==> config.mk <==
export PLATFORM = sky130hd
export DESIGN_NAME = keyword_token_lexer_unit_flat
export DESIGN_NICKNAME = d
export VERILOG_FILES = /design/src/sv/kwl_pkg.sv /design/src/sv/kwl_if.sv /design/src/sv/kwl_classify.sv /design/src/sv/keyword_token_lexer_unit.sv /design/src/flat_wrapper.sv
export SDC_FILE = /design/constraint.sdc
export NUM_CORES = 1
export LEC_CHECK = 0
export BUFFER_PORTS_ARGS = -buffer_cell sky130_fd_sc_hd__clkbuf_2
export CAP_MARGIN = 20
export CORE_MARGIN = 1
export CORE_UTILIZATION = 40
export CTS_BUF_LIST = sky130_fd_sc_hd__clkbuf_8 sky130_fd_sc_hd__clkbuf_16
export DETAILED_ROUTE_END_ITERATION = 8
export PLACE_DENSITY_LB_ADDON = 0.08
export SYNTH_ARGS = -nofsm -noshare
export SYNTH_HDL_FRONTEND = slang
export SYNTH_SLANG_ARGS = --single-unit
==> constraint.sdc <==
create_clock -name clk -period 10.45 [get_ports clk]
set_input_delay 1.5675 -clock clk [delete_from_list [all_inputs] [get_ports clk]]
set_output_delay 1.5675 -clock clk [all_outputs]
set_load 0.03 [all_outputs]
==> src/sv/kwl_pkg.sv <==
// kwl_pkg: shared types, constants and helpers for the keyword token lexer
`timescale 1ns / 1ps

package kwl_pkg;

  // fixed field widths of the channels
  localparam int OUT_W  = 16;
  localparam int TYPE_W = 4;
  localparam int CHAR_W = 8;

  // defaults for the top-level parameters
  localparam int POSITION_BITS_DEF = 16;
  localparam int PREFIX_CHARS_DEF  = 6;

  // token classes
  typedef enum logic [TYPE_W-1:0] {
    TOK_LET        = 4'd0,
    TOK_DEF        = 4'd1,
    TOK_MAIN       = 4'd2,
    TOK_PRINT      = 4'd3,
    TOK_ARROW      = 4'd4,
    TOK_EQUALS     = 4'd5,
    TOK_PLUS       = 4'd6,
    TOK_MINUS      = 4'd7,
    TOK_MULTIPLY   = 4'd8,
    TOK_HEX        = 4'd9,
    TOK_PARAM      = 4'd10,
    TOK_COMMENT    = 4'd11,
    TOK_IDENTIFIER = 4'd12
  } tok_type_t;

  // input item modes
  localparam logic MODE_CHAR = 1'b0;
  localparam logic MODE_EOL  = 1'b1;

  // keywords and marker characters
  localparam logic [23:0] KW_LET   = "let";
  localparam logic [23:0] KW_DEF   = "def";
  localparam logic [31:0] KW_MAIN  = "main";
  localparam logic [39:0] KW_PRINT = "print";
  localparam logic [15:0] KW_ARROW = "=>";
  localparam logic [15:0] KW_HEX   = "0x";
  localparam logic [7:0]  CH_EQ    = "=";
  localparam logic [7:0]  CH_PLUS  = "+";
  localparam logic [7:0]  CH_MINUS = "-";
  localparam logic [7:0]  CH_STAR  = "*";
  localparam logic [7:0]  CH_UNDER = "_";
  localparam logic [7:0]  CH_SLASH = "/";
  localparam logic [7:0]  CH_SPACE = 8'h20;
  localparam logic [7:0]  CH_TAB   = 8'h09;
  localparam logic [7:0]  CH_CR    = 8'h0D;

  // blank, tab and the vertical control characters up to carriage return
  function automatic logic is_space(input logic [CHAR_W-1:0] c);
    return (c == CH_SPACE) || ((c >= CH_TAB) && (c <= CH_CR));
  endfunction

endpackage

==> src/sv/kwl_if.sv <==
// kwl_in_if and kwl_out_if: character and token channels
`timescale 1ns / 1ps

interface kwl_in_if import kwl_pkg::*; ();
  logic              valid;
  logic              ready;
  logic              mode;
  logic [CHAR_W-1:0] ch;

  modport source (output valid, output mode, output ch, input ready);
  modport sink   (input valid, input mode, input ch, output ready);
endinterface

interface kwl_out_if import kwl_pkg::*; ();
  logic              valid;
  logic              ready;
  logic [TYPE_W-1:0] tok_class;
  logic [OUT_W-1:0]  line_index;
  logic [OUT_W-1:0]  column;
  logic [OUT_W-1:0]  token_length;
  logic              last;

  modport source (output valid, output tok_class, output line_index, output column,
                  output token_length, output last, input ready);
  modport sink   (input valid, input tok_class, input line_index, input column,
                  input token_length, input last, output ready);
endinterface

==> src/sv/kwl_classify.sv <==
// kwl_classify: token class from the kept prefix and the full token length
`timescale 1ns / 1ps

module kwl_classify import kwl_pkg::*; #(
  parameter int POSITION_BITS = POSITION_BITS_DEF,
  parameter int PREFIX_CHARS  = PREFIX_CHARS_DEF
) (
  input  logic [PREFIX_CHARS-1:0][CHAR_W-1:0] prefix,
  input  logic [POSITION_BITS-1:0]            len,
  output tok_type_t                           tok_class
);

  logic len1, len2, len3, len4, len5;

  // length decode for the exact matches
  assign len1 = (len == POSITION_BITS'(1));
  assign len2 = (len == POSITION_BITS'(2));
  assign len3 = (len == POSITION_BITS'(3));
  assign len4 = (len == POSITION_BITS'(4));
  assign len5 = (len == POSITION_BITS'(5));

  // keywords first, then operators, then prefix classes
  always_comb begin
    priority if (len3 && ({prefix[0], prefix[1], prefix[2]} == KW_LET)) begin
      tok_class = TOK_LET;
    end else if (len3 && ({prefix[0], prefix[1], prefix[2]} == KW_DEF)) begin
      tok_class = TOK_DEF;
    end else if (len4 && ({prefix[0], prefix[1], prefix[2], prefix[3]} == KW_MAIN)) begin
      tok_class = TOK_MAIN;
    end else if (len5 &&
                 ({prefix[0], prefix[1], prefix[2], prefix[3], prefix[4]} == KW_PRINT)) begin
      tok_class = TOK_PRINT;
    end else if (len2 && ({prefix[0], prefix[1]} == KW_ARROW)) begin
      tok_class = TOK_ARROW;
    end else if (len1 && (prefix[0] == CH_EQ)) begin
      tok_class = TOK_EQUALS;
    end else if (len1 && (prefix[0] == CH_PLUS)) begin
      tok_class = TOK_PLUS;
    end else if (len1 && (prefix[0] == CH_MINUS)) begin
      tok_class = TOK_MINUS;
    end else if (len1 && (prefix[0] == CH_STAR)) begin
      tok_class = TOK_MULTIPLY;
    end else if ((len >= POSITION_BITS'(2)) && ({prefix[0], prefix[1]} == KW_HEX)) begin
      tok_class = TOK_HEX;
    end else if ((len != '0) && (prefix[0] == CH_UNDER)) begin
      tok_class = TOK_PARAM;
    end else begin
      tok_class = TOK_IDENTIFIER;
    end
  end

endmodule

==> src/sv/keyword_token_lexer_unit.sv <==
// keyword_token_lexer_unit: splits a character stream into classified tokens
//
//   channel  | dir | payload                                           | transfer
//   chars    | in  | mode, ch                                          | valid & ready
//   tokens   | out | tok_class, line_index, column, token_length, last | valid & ready
//
// One character or end-of-line item per cycle while the token output does not stall;
// each item gives zero or one token, since a comment has always closed the code token
// of its line before end of line. An item's token passes from the input register into
// the result register, where it is held until it is taken.
// Reset clears all line state, the line counter and both registers' valid bits.
// A stalled result holds in the result register while one more item waits in
// the input register; a third item is refused until the result is taken.
`timescale 1ns / 1ps

module keyword_token_lexer_unit import kwl_pkg::*; #(
  parameter int POSITION_BITS = POSITION_BITS_DEF,
  parameter int PREFIX_CHARS  = PREFIX_CHARS_DEF
) (
  input  logic   clk,
  input  logic   rst,
  kwl_in_if.sink    chars,
  kwl_out_if.source tokens
);

  localparam int PB    = POSITION_BITS;
  localparam int IDX_W = $clog2(PREFIX_CHARS);

  typedef logic [PREFIX_CHARS-1:0][CHAR_W-1:0] prefix_t;

  // helpers: saturating add and increment, and resizing to the output width
  function automatic logic [PB-1:0] sat_add(input logic [PB-1:0] a, input logic [PB-1:0] b);
    logic [PB:0] s;
    s = {1'b0, a} + {1'b0, b};
    return s[PB] ? '1 : s[PB-1:0];
  endfunction

  function automatic logic [PB-1:0] sat_inc(input logic [PB-1:0] a);
    return sat_add(a, PB'(1));
  endfunction

  function automatic logic [OUT_W-1:0] to_out(input logic [PB-1:0] v);
    logic [OUT_W+PB-1:0] w;
    w = {{OUT_W{1'b0}}, v};
    return w[OUT_W-1:0];
  endfunction

  // input register
  logic              s1_valid;
  logic              s1_mode;
  logic [CHAR_W-1:0] s1_ch;
  logic              s1_go;
  logic              s1_fire;

  // line state
  prefix_t           prefix;
  logic [PB-1:0]     len;
  logic              pending_slash;
  logic              in_comment;
  logic [PB-1:0]     comment_start;
  logic [PB-1:0]     line_position;
  logic [PB-1:0]     column_sum;
  logic [PB-1:0]     line_counter;

  // result register
  logic              out_valid;
  tok_type_t         out_type;
  logic [OUT_W-1:0]  out_line;
  logic [OUT_W-1:0]  out_column;
  logic [OUT_W-1:0]  out_length;

  // handshake: the input register drains whenever the result slot is free
  assign s1_go       = !out_valid || tokens.ready;
  assign s1_fire     = s1_valid && s1_go;
  assign chars.ready = !s1_valid || s1_go;

  always_ff @(posedge clk) begin
    if (rst) begin
      s1_valid <= 1'b0;
    end else if (chars.ready) begin
      s1_valid <= chars.valid;
    end
  end

  always_ff @(posedge clk) begin
    if (chars.valid && chars.ready) begin
      s1_mode <= chars.mode;
      s1_ch   <= chars.ch;
    end
  end

  // item decode
  logic is_eol, is_slash, is_blank;
  logic app_slash, app_char, flush, start_comment, open_slash;

  assign is_eol   = (s1_mode == MODE_EOL);
  assign is_slash = (s1_ch == CH_SLASH);
  assign is_blank = is_space(s1_ch);

  always_comb begin
    app_slash     = 1'b0;
    app_char      = 1'b0;
    flush         = 1'b0;
    start_comment = 1'b0;
    open_slash    = 1'b0;
    priority if (is_eol) begin
      app_slash = pending_slash;
      flush     = 1'b1;
    end else if (in_comment) begin
      // comment text only advances the position
    end else if (pending_slash && is_slash) begin
      start_comment = 1'b1;
      flush         = 1'b1;
    end else begin
      app_slash  = pending_slash;
      open_slash = is_slash;
      flush      = !is_slash && is_blank;
      app_char   = !is_slash && !is_blank;
    end
  end

  // token after the held slash and the new character are appended
  prefix_t       prefix_a, prefix_b;
  logic [PB-1:0] len_a, len_b;

  always_comb begin
    prefix_a = prefix;
    len_a    = len;
    if (app_slash) begin
      if (len < PB'(PREFIX_CHARS)) begin
        prefix_a[len[IDX_W-1:0]] = CH_SLASH;
      end
      len_a = sat_inc(len);
    end
    prefix_b = prefix_a;
    len_b    = len_a;
    if (app_char) begin
      if (len_a < PB'(PREFIX_CHARS)) begin
        prefix_b[len_a[IDX_W-1:0]] = s1_ch;
      end
      len_b = sat_inc(len_a);
    end
  end

  tok_type_t cls_type;

  kwl_classify #(
    .POSITION_BITS(POSITION_BITS),
    .PREFIX_CHARS (PREFIX_CHARS)
  ) u_classify (
    .prefix   (prefix_b),
    .len      (len_b),
    .tok_class(cls_type)
  );

  // result selection: at most one token per item
  logic          emit_code, emit_comment, emit;
  logic [PB-1:0] comment_len;

  assign emit_code    = flush && (len_b != '0);
  assign emit_comment = is_eol && in_comment;
  assign emit         = emit_code || emit_comment;
  assign comment_len  = (line_position >= comment_start) ? (line_position - comment_start)
                                                         : '0;

  // next line state
  prefix_t       prefix_next;
  logic [PB-1:0] len_next;
  logic          pending_slash_next;
  logic          in_comment_next;
  logic [PB-1:0] comment_start_next;
  logic [PB-1:0] line_position_next;
  logic [PB-1:0] column_sum_next;
  logic [PB-1:0] line_counter_next;

  always_comb begin
    prefix_next        = prefix_b;
    len_next           = len_b;
    pending_slash_next = open_slash;
    in_comment_next    = in_comment || start_comment;
    comment_start_next = open_slash ? line_position : comment_start;
    line_position_next = sat_inc(line_position);
    column_sum_next    = column_sum;
    line_counter_next  = line_counter;
    if (flush) begin
      prefix_next = '0;
      len_next    = '0;
      if (emit_code) begin
        column_sum_next = sat_add(column_sum, sat_inc(len_b));
      end
    end
    if (is_eol) begin
      pending_slash_next = 1'b0;
      in_comment_next    = 1'b0;
      comment_start_next = '0;
      line_position_next = '0;
      column_sum_next    = '0;
      line_counter_next  = sat_inc(line_counter);
    end
  end

  always_ff @(posedge clk) begin
    if (rst) begin
      prefix        <= '0;
      len           <= '0;
      pending_slash <= 1'b0;
      in_comment    <= 1'b0;
      comment_start <= '0;
      line_position <= '0;
      column_sum    <= '0;
      line_counter  <= '0;
    end else if (s1_fire) begin
      prefix        <= prefix_next;
      len           <= len_next;
      pending_slash <= pending_slash_next;
      in_comment    <= in_comment_next;
      comment_start <= comment_start_next;
      line_position <= line_position_next;
      column_sum    <= column_sum_next;
      line_counter  <= line_counter_next;
    end
  end

  // result register
  always_ff @(posedge clk) begin
    if (rst) begin
      out_valid <= 1'b0;
    end else if (s1_go) begin
      out_valid <= s1_valid && emit;
    end
  end

  always_ff @(posedge clk) begin
    if (s1_fire && emit) begin
      out_type   <= emit_code ? cls_type : TOK_COMMENT;
      out_line   <= to_out(line_counter);
      out_column <= to_out(emit_code ? column_sum : comment_start);
      out_length <= to_out(emit_code ? len_b : comment_len);
    end
  end

  assign tokens.valid        = out_valid;
  assign tokens.tok_class    = out_type;
  assign tokens.line_index   = out_line;
  assign tokens.column       = out_column;
  assign tokens.token_length = out_length;
  assign tokens.last         = 1'b1;

endmodule

==> src/flat_wrapper.sv <==
// flat-port wrapper written by rule: the top's interface ports become plain ports
module keyword_token_lexer_unit_flat import kwl_pkg::*;
#(
  parameter int POSITION_BITS = POSITION_BITS_DEF,
  parameter int PREFIX_CHARS  = PREFIX_CHARS_DEF
)
  (clk, rst, chars_valid, chars_mode, chars_ch, chars_ready, tokens_valid, tokens_tok_class, tokens_line_index, tokens_column, tokens_token_length, tokens_last, tokens_ready);
  kwl_in_if chars_i ();
  kwl_out_if tokens_i ();
  input  logic clk;
  input  logic rst;
  input wire logic [$bits(chars_i.valid)-1:0] chars_valid;
  input wire logic [$bits(chars_i.mode)-1:0] chars_mode;
  input wire logic [$bits(chars_i.ch)-1:0] chars_ch;
  output wire logic [$bits(chars_i.ready)-1:0] chars_ready;
  output wire logic [$bits(tokens_i.valid)-1:0] tokens_valid;
  output wire logic [$bits(tokens_i.tok_class)-1:0] tokens_tok_class;
  output wire logic [$bits(tokens_i.line_index)-1:0] tokens_line_index;
  output wire logic [$bits(tokens_i.column)-1:0] tokens_column;
  output wire logic [$bits(tokens_i.token_length)-1:0] tokens_token_length;
  output wire logic [$bits(tokens_i.last)-1:0] tokens_last;
  input wire logic [$bits(tokens_i.ready)-1:0] tokens_ready;
  assign chars_i.valid = chars_valid;
  assign chars_i.mode = chars_mode;
  assign chars_i.ch = chars_ch;
  assign chars_ready = chars_i.ready;
  assign tokens_valid = tokens_i.valid;
  assign tokens_tok_class = tokens_i.tok_class;
  assign tokens_line_index = tokens_i.line_index;
  assign tokens_column = tokens_i.column;
  assign tokens_token_length = tokens_i.token_length;
  assign tokens_last = tokens_i.last;
  assign tokens_i.ready = tokens_ready;
  keyword_token_lexer_unit #(.POSITION_BITS(POSITION_BITS), .PREFIX_CHARS(PREFIX_CHARS)) u_core (.clk(clk), .rst(rst), .chars(chars_i), .tokens(tokens_i));
endmodule
After elaboration in Yosys (flattened, before gate mapping)
Index checks and enable logic that the tools add are counted.
{"block": "totals", "out_inout_bits": 55, "word_cells": 157, "reg_bits": 193, "inputBits": 13}
{"block": "op_classes", "n_lt_le_gt_ge": 10, "n_eq_ne": 18, "bitwise_logic": 4, "n_addsub": 7, "n_mux": 56, "reduce_logical": 40}
{"cell": "two-way mux 16 bit", "count": 18}
{"cell": "two-way mux 48 bit", "count": 5}
{"cell": "adder 16 x 1 -> 17 bit, second input constant", "count": 5}
{"cell": "bitwise mux 48 bit", "count": 1}
{"cell": "demux 8 bit (select 3 bit)", "count": 2}
{"cell": "== test 24 x 23 -> 1 bit, second input constant", "count": 2}
{"cell": "== test 8 x 6 -> 1 bit, second input constant", "count": 6}
{"cell": "== test 40 x 39 -> 1 bit, second input constant", "count": 1}
{"cell": "== test 16 x 14 -> 1 bit, second input constant", "count": 2}
{"cell": "== test 16 x 2 -> 1 bit, second input constant", "count": 2}
{"cell": "== test 16 x 3 -> 1 bit, second input constant", "count": 2}
{"cell": "== test 32 x 31 -> 1 bit, second input constant", "count": 1}
{"cell": "< comparator 16 x 3 -> 1 bit, second input constant", "count": 2}
{"cell": "two-way mux 4 bit", "count": 8}
{"cell": "bitwise OR 30 bit", "count": 1}
{"cell": "logical AND 1 bit", "count": 23}
{"cell": "AND 18 bit", "count": 1}
{"cell": "NOT 18 bit", "count": 1}
{"cell": "adder 16 x 16 -> 17 bit", "count": 1}
{"cell": "two-way mux 1 bit", "count": 17}
{"cell": "== test 16 x 1 -> 1 bit, second input constant", "count": 1}
{"cell": ">= comparator 16 bit", "count": 1}
{"cell": ">= comparator 16 x 2 -> 1 bit, second input constant", "count": 1}
{"cell": "two-way mux 8 bit", "count": 2}
{"cell": "other kinds (15)", "count": 29}

Depth between registers and ports, before layout
{"block": "depth", "word_depth": 26, "mapped_depth": 36}

Cells and area by module
From an unflattened synthesis, not the netlist that was laid out.
{"block": "hier_totals", "cells_unflattened": 1465, "hier_area_um2": 12233.0}
{"mod": "keyword_token_lexer_unit", "cells_per_inst": 1392, "seq_area_each_um2": 4474.3, "n_inst": 1, "area_per_inst_um2": 11722.5}
{"mod": "kwl_classify", "cells_per_inst": 73, "seq_area_each_um2": 0.0, "n_inst": 1, "area_per_inst_um2": 510.5}

Least setup slack after synthesis
OpenSTA, ideal clock, no wires.
{"block": "synth_timing", "path_kind": "flip-flop to flip-flop", "start": "register u_core.len[1]", "end": "register u_core.column_sum[10]", "path_buffers": 4, "period_less_slack_ns": 6.433, "slack_ns": 4.017, "arrival_time_ns": 6.363, "path_stages_with_launch": 33, "setup_ns": 0.070, "cell_sequence": "dfxtp_1 > ha_1 > nand4_2 > or4_4 > o21ai_2 > o22a_2 > and4_1 > clkbuf_1 > nand4_1 > a22oi_1 > ha_1 > buf_2 > nand3_1 > nor2_2 > nand3_1 > clkbuf_1 > nand2_1 > ha_1 > inv_1 > fa_1 > nor2b_1 > o21ai_0 > a21boi_0 > o21ai_0 > nand2b_1 > a21o_1 > a41oi_1 > a21oi_1 > a31oi_1 > o21ai_1 > clkbuf_1 > nor2_1 > o2bb2ai_1"}
{"block": "synth_between", "elab_chain_cells": 13, "word_cells_on_any_way": 17, "classes_between": "add/sub (4); mux (9); reduce/logical (4)"}
{"element": "start: declaration", "line": "keyword_token_lexer_unit.sv:57", "rtl": "logic [PB-1:0] len;"}
{"element": "start signal: assignment", "line": "keyword_token_lexer_unit.sv:214", "rtl": "len <= len_next;"}
{"element": "adder 16 x 1 -> 17 bit", "line": "keyword_token_lexer_unit.sv:34", "rtl": "s = {1'b0, a} + {1'b0, b};"}
{"element": "two-way mux 16 bit", "line": "keyword_token_lexer_unit.sv:35", "rtl": "return s[PB] ? '1 : s[PB-1:0];"}
{"element": "two-way mux 16 bit *", "line": "keyword_token_lexer_unit.sv:129", "rtl": "if (app_slash) begin"}
{"element": "adder 16 x 1 -> 17 bit", "line": "keyword_token_lexer_unit.sv:34"}
{"element": "two-way mux 16 bit", "line": "keyword_token_lexer_unit.sv:35"}
{"element": "two-way mux 16 bit *", "line": "keyword_token_lexer_unit.sv:137", "rtl": "if (app_char) begin"}
{"element": "adder 16 x 1 -> 17 bit", "line": "keyword_token_lexer_unit.sv:34"}
{"element": "two-way mux 16 bit", "line": "keyword_token_lexer_unit.sv:35"}
{"element": "adder 16 x 16 -> 17 bit", "line": "keyword_token_lexer_unit.sv:34"}
{"element": "two-way mux 16 bit", "line": "keyword_token_lexer_unit.sv:35"}
{"element": "two-way mux 16 bit", "line": "keyword_token_lexer_unit.sv:188", "rtl": "if (emit_code) begin"}
{"element": "two-way mux 16 bit", "line": "keyword_token_lexer_unit.sv:185", "rtl": "if (flush) begin"}
{"element": "two-way mux 16 bit", "line": "keyword_token_lexer_unit.sv:192", "rtl": "if (is_eol) begin"}
{"element": "end signal: assignment", "line": "keyword_token_lexer_unit.sv:219", "rtl": "column_sum <= column_sum_next;"}
{"element": "end: declaration", "line": "keyword_token_lexer_unit.sv:62", "rtl": "logic [PB-1:0] column_sum;"}
Every way passes the cells marked *; elsewhere a longest branch is shown, timed or not. The select of a mux whose other input is x is not followed.
A chain may end at the register's enable or synchronous reset.

Worst setup path after layout
{"block": "layout_timing", "start": "register u_core.len[1]", "end": "register u_core.column_sum[0]"}
The elaborated chain is that of the path after synthesis.

==> results.tsv <==
metric	value	unit
Core Area	29720	um^2
R2R Setup Slk	2130	ps
clk buf depth	2	
hold_sp	u_core.prefix[23]$_SDFFE_PP0P_	
Avg Inst Size Synth	8.414	um^2
CTS Sinks	185	
First DRT Iteration DRCs	1030	
Post-synth EDFFs	61	
Synth Register Bits	185	
nets@finish	1505	
Finish-stage setup viols	0	
yosys warns	0	
post-synth top area share	20.53	%
Worst setup EP type	register	
Crit path largest cell delay	730	ps
beginning of the worst register-to-register path	u_core.len[1]$_SDFFE_PP0P_	
post-CTS sizing	0	
Post-Synthesis Cell Area	12090	um^2
Tmin final	8325	ps
Worst Hold Endpoint	u_core.prefix[23]$_SDFFE_PP0P_	
crit path DAT	8690	ps
skew final	14.85	ps
vias per cell	6.160	
fillers	2983	
vias in the first global route	10526	
Crit Path Class	register to register	
Slew Limit Fails	0	
Tcrit/Tclk final	79.66	%
die height	175.9	um
Clock Pin Slew Worst Setup and Hold Paths	70	ps
placer congestion estimate	0.9413	
Starting Density	40.68	%
Setup WS pre-CTS	2325	ps
Post-synth top flop	dfxtp_1	
DRC viols	0	
share of the yosys chip area belonging to registers	35.68	%
max_cap viols	0	
CP dominant cell by count	ha_1	
syn nets	1492	
antenna violations before repair	0	
CP required	10820	ps
Worst Hold Class	register to register	
worst skew pair latency	450	ps
Vias	11415	
ys async rst share	0	%
Fin. Hold Viols	0	
H-Tree Depth	4	
worst slew pin tran	1016	ps
DR pass1 iterations	5	
CTS tree	yes	
PnR worst setup slack	2125	ps
WL/cell	21.39	um
slew margin rel.	30.51	%
Post-DP HPWL	29100	um
RSZ-0062 raised after global routing	false	
Top Ports	68	
CTS root buffer	clkbuf_16	
Antenna Cells	0	
Congestion Overflow GR	0	
Synth area leaders	dfxtp_1 21%, edfxtp_1 15%, nor2_1 5.4%	
CTS Hold Buffers Added	0	
Yosys top cell by area	dfxtp_1	
pwr dens	119.4	nW/um^2
Netlist cell types	102	
largest net degree at the start of global routing	86	
startpoint types	register	
Crit-path slowest cell	or4_4	
r2r worst-path depth	31	
setup TNS	0	ps
cell count of the worst hold path	2	
CTS Buf Count	17	
status	finished clean	
Area Overhead vs Synth	9.862	%
drt total wl	39630	um
GRT Resource Usage Total	25.87	%
Post-Synthesis Cells	1437	
first-pass GRT wire length	62080	um
share of cells above drive strength 1	12.24	%
peak supply drop	0.1081	mV
die area	30930	um^2
Antenna Violating Nets Remaining	0	
r2r endpoint	u_core.column_sum[0]$_SDFFE_PP0P_	
leakage power	4.852	nW
I/O Buffers	66	
die width	175.9	um
post-CTS setup buffers	0	
row cnt	63	
crit path max fanout	14	
fmax	0.1201	GHz
## per-layer routing
layer / wire [um] / vias to the layer above / share of wire, % / GRT usage [%]
li1: - / 5421 / - / -
met1: 19180 / 5559 / 48 / 37.86
met2: 17490 / 387 / 44 / 39.51
met3: 2116 / 48 / 5.3 / 3.247
met4: 843 / 0 / 2.1 / 7.355
met5: 0 / - / 0 / 0
## worst max-delay path by stage
stage | startpoint | endpoint | slack [ps] | depth (start not counted)
after floorplan | u_core.len[1]$_SDFFE_PP0P_ | u_core.column_sum[10]$_SDFFE_PP0P_ | 4020 | 32
after global placement | u_core.len[1]$_SDFFE_PP0P_ | u_core.column_sum[13]$_SDFFE_PP0P_ | 2080 | 28
after detailed placement | u_core.len[1]$_SDFFE_PP0P_ | u_core.column_sum[1]$_SDFFE_PP0P_ | 2330 | 31
after CTS | u_core.len[1]$_SDFFE_PP0P_ | u_core.column_sum[0]$_SDFFE_PP0P_ | 2260 | 31
after global routing | u_core.len[1]$_SDFFE_PP0P_ | u_core.column_sum[5]$_SDFFE_PP0P_ | 1270 | 29
final | u_core.len[1]$_SDFFE_PP0P_ | u_core.column_sum[0]$_SDFFE_PP0P_ | 2130 | 31
## placed cells by master (no fill, tap or decap), types with 16 or more instances in the layout
cell type,count
nand2_1,110
clkbuf_16,17
ha_1,40
buf_4,16
o2bb2ai_1,19
dfxtp_1,124
nor4_1,19
nor2_1,173
a21oi_1,89
o21ai_0,61
xor2_1,23
a22oi_1,49
nand4_1,34
nand3_1,54
clkbuf_2,65
inv_1,57
edfxtp_1,61
nor3_1,39
a31oi_1,18
and3_1,22
a211oi_1,30
xnor2_1,26
## synth_stat cells (7+ instances only)
master	number
o21ai_1	7
a22oi_1	49
nor3_1	39
o21ai_0	61
xor2_1	23
nand4_1	34
nor4b_1	7
o21a_1	9
nor2b_1	11
buf_2	17
a31oi_1	18
ha_1	40
o22ai_1	12
mux2_2	7
edfxtp_1	61
and4_1	8
xnor2_1	26
o2bb2ai_1	19
a211oi_1	30
o211ai_1	9
nand2_1	111
a21oi_1	90
nor4_1	19
and2_1	12
a21o_1	9
mux2i_1	12
nor2_1	174
buf_4	7
and3_1	22
nand2b_1	8
clkbuf_1	55
inv_1	57
nand4b_1	7
nand3_1	54
a22o_1	15
dfxtp_1	124
or3_1	13
o31ai_1	12
## cell type report
| cell class | instances | area [um^2] | share of cell area (%) |
|---|---|---|---|
| Clock buffer | 18 | 439.2 | 3.306 |
| Clock inverter | 14 | 200.2 | 1.507 |
| Inverter | 57 | 214.0 | 1.611 |
| Multi-Input combinational cell | 1107 | 7171 | 53.98 |
| Sequential cell | 185 | 4314 | 32.48 |
| Tap cell | 390 | 488.0 | 3.674 |
| Timing Repair Buffer | 82 | 456.7 | 3.438 |
## kinds of logic after synthesis
logic type	share of synthesized area, %
multiplexers	1.852
XOR/XNOR	3.550
buffers and inverters	5.205
adder cells (fa/ha/maj)	4.471
other	0.03102
flip-flops	35.68
AND/OR/NAND/NOR	24.75
AO/OA/AOI/OAI	24.45
## sequential cells by signal (all words and copies together), names as in the netlist, 4 cells and up
register,flops
u_core.line_position,16
u_core.len,16
u_core.s1_ch,8
u_core.column_sum,16
u_core.tokens.tok_class,4
u_core.tokens.token_length,16
u_core.prefix,40
u_core.tokens.line_index,16
u_core.line_counter,16
u_core.comment_start,16
u_core.tokens.column,16
## power by group
part / internal [W] / switching (W) / total [W]
registers: 0.000751 / 0.0000138 / 0.000764
clock network: 0.000377 / 0.000329 / 0.000706
logic: 0.0000294 / 0.0000860 / 0.000115
total: 0.00116 / 0.000429 / 0.00159
## through the flow
stage               hold slack, ps  cells  utilization [%]  total power, W  area (um^2)
floorplan                    432.6   1437                -       0.0008570        12090
global placement             444.9   1820            42.51       0.0008953        12630
detailed placement           457.3   1821            42.55       0.0008948        12640
CTS                          467.4   1853            44.70        0.001598        13280
global route                 486.7   1853            44.70        0.001635        13280
finish                       464.6   1853            44.70        0.001585        13280
## worst max-delay path, delay by kind of cell, from the launching register on
| kind | cells | cell delay (ps) |
|---|---|---|
| buf+inv | 3 | 370 |
| flops | 1 | 600 |
| simple gates | 10 | 2530 |
| compound gates | 13 | 2970 |
| fa+ha+maj | 5 | 1770 |
Note: power is estimated with default switching activity, not from simulation.
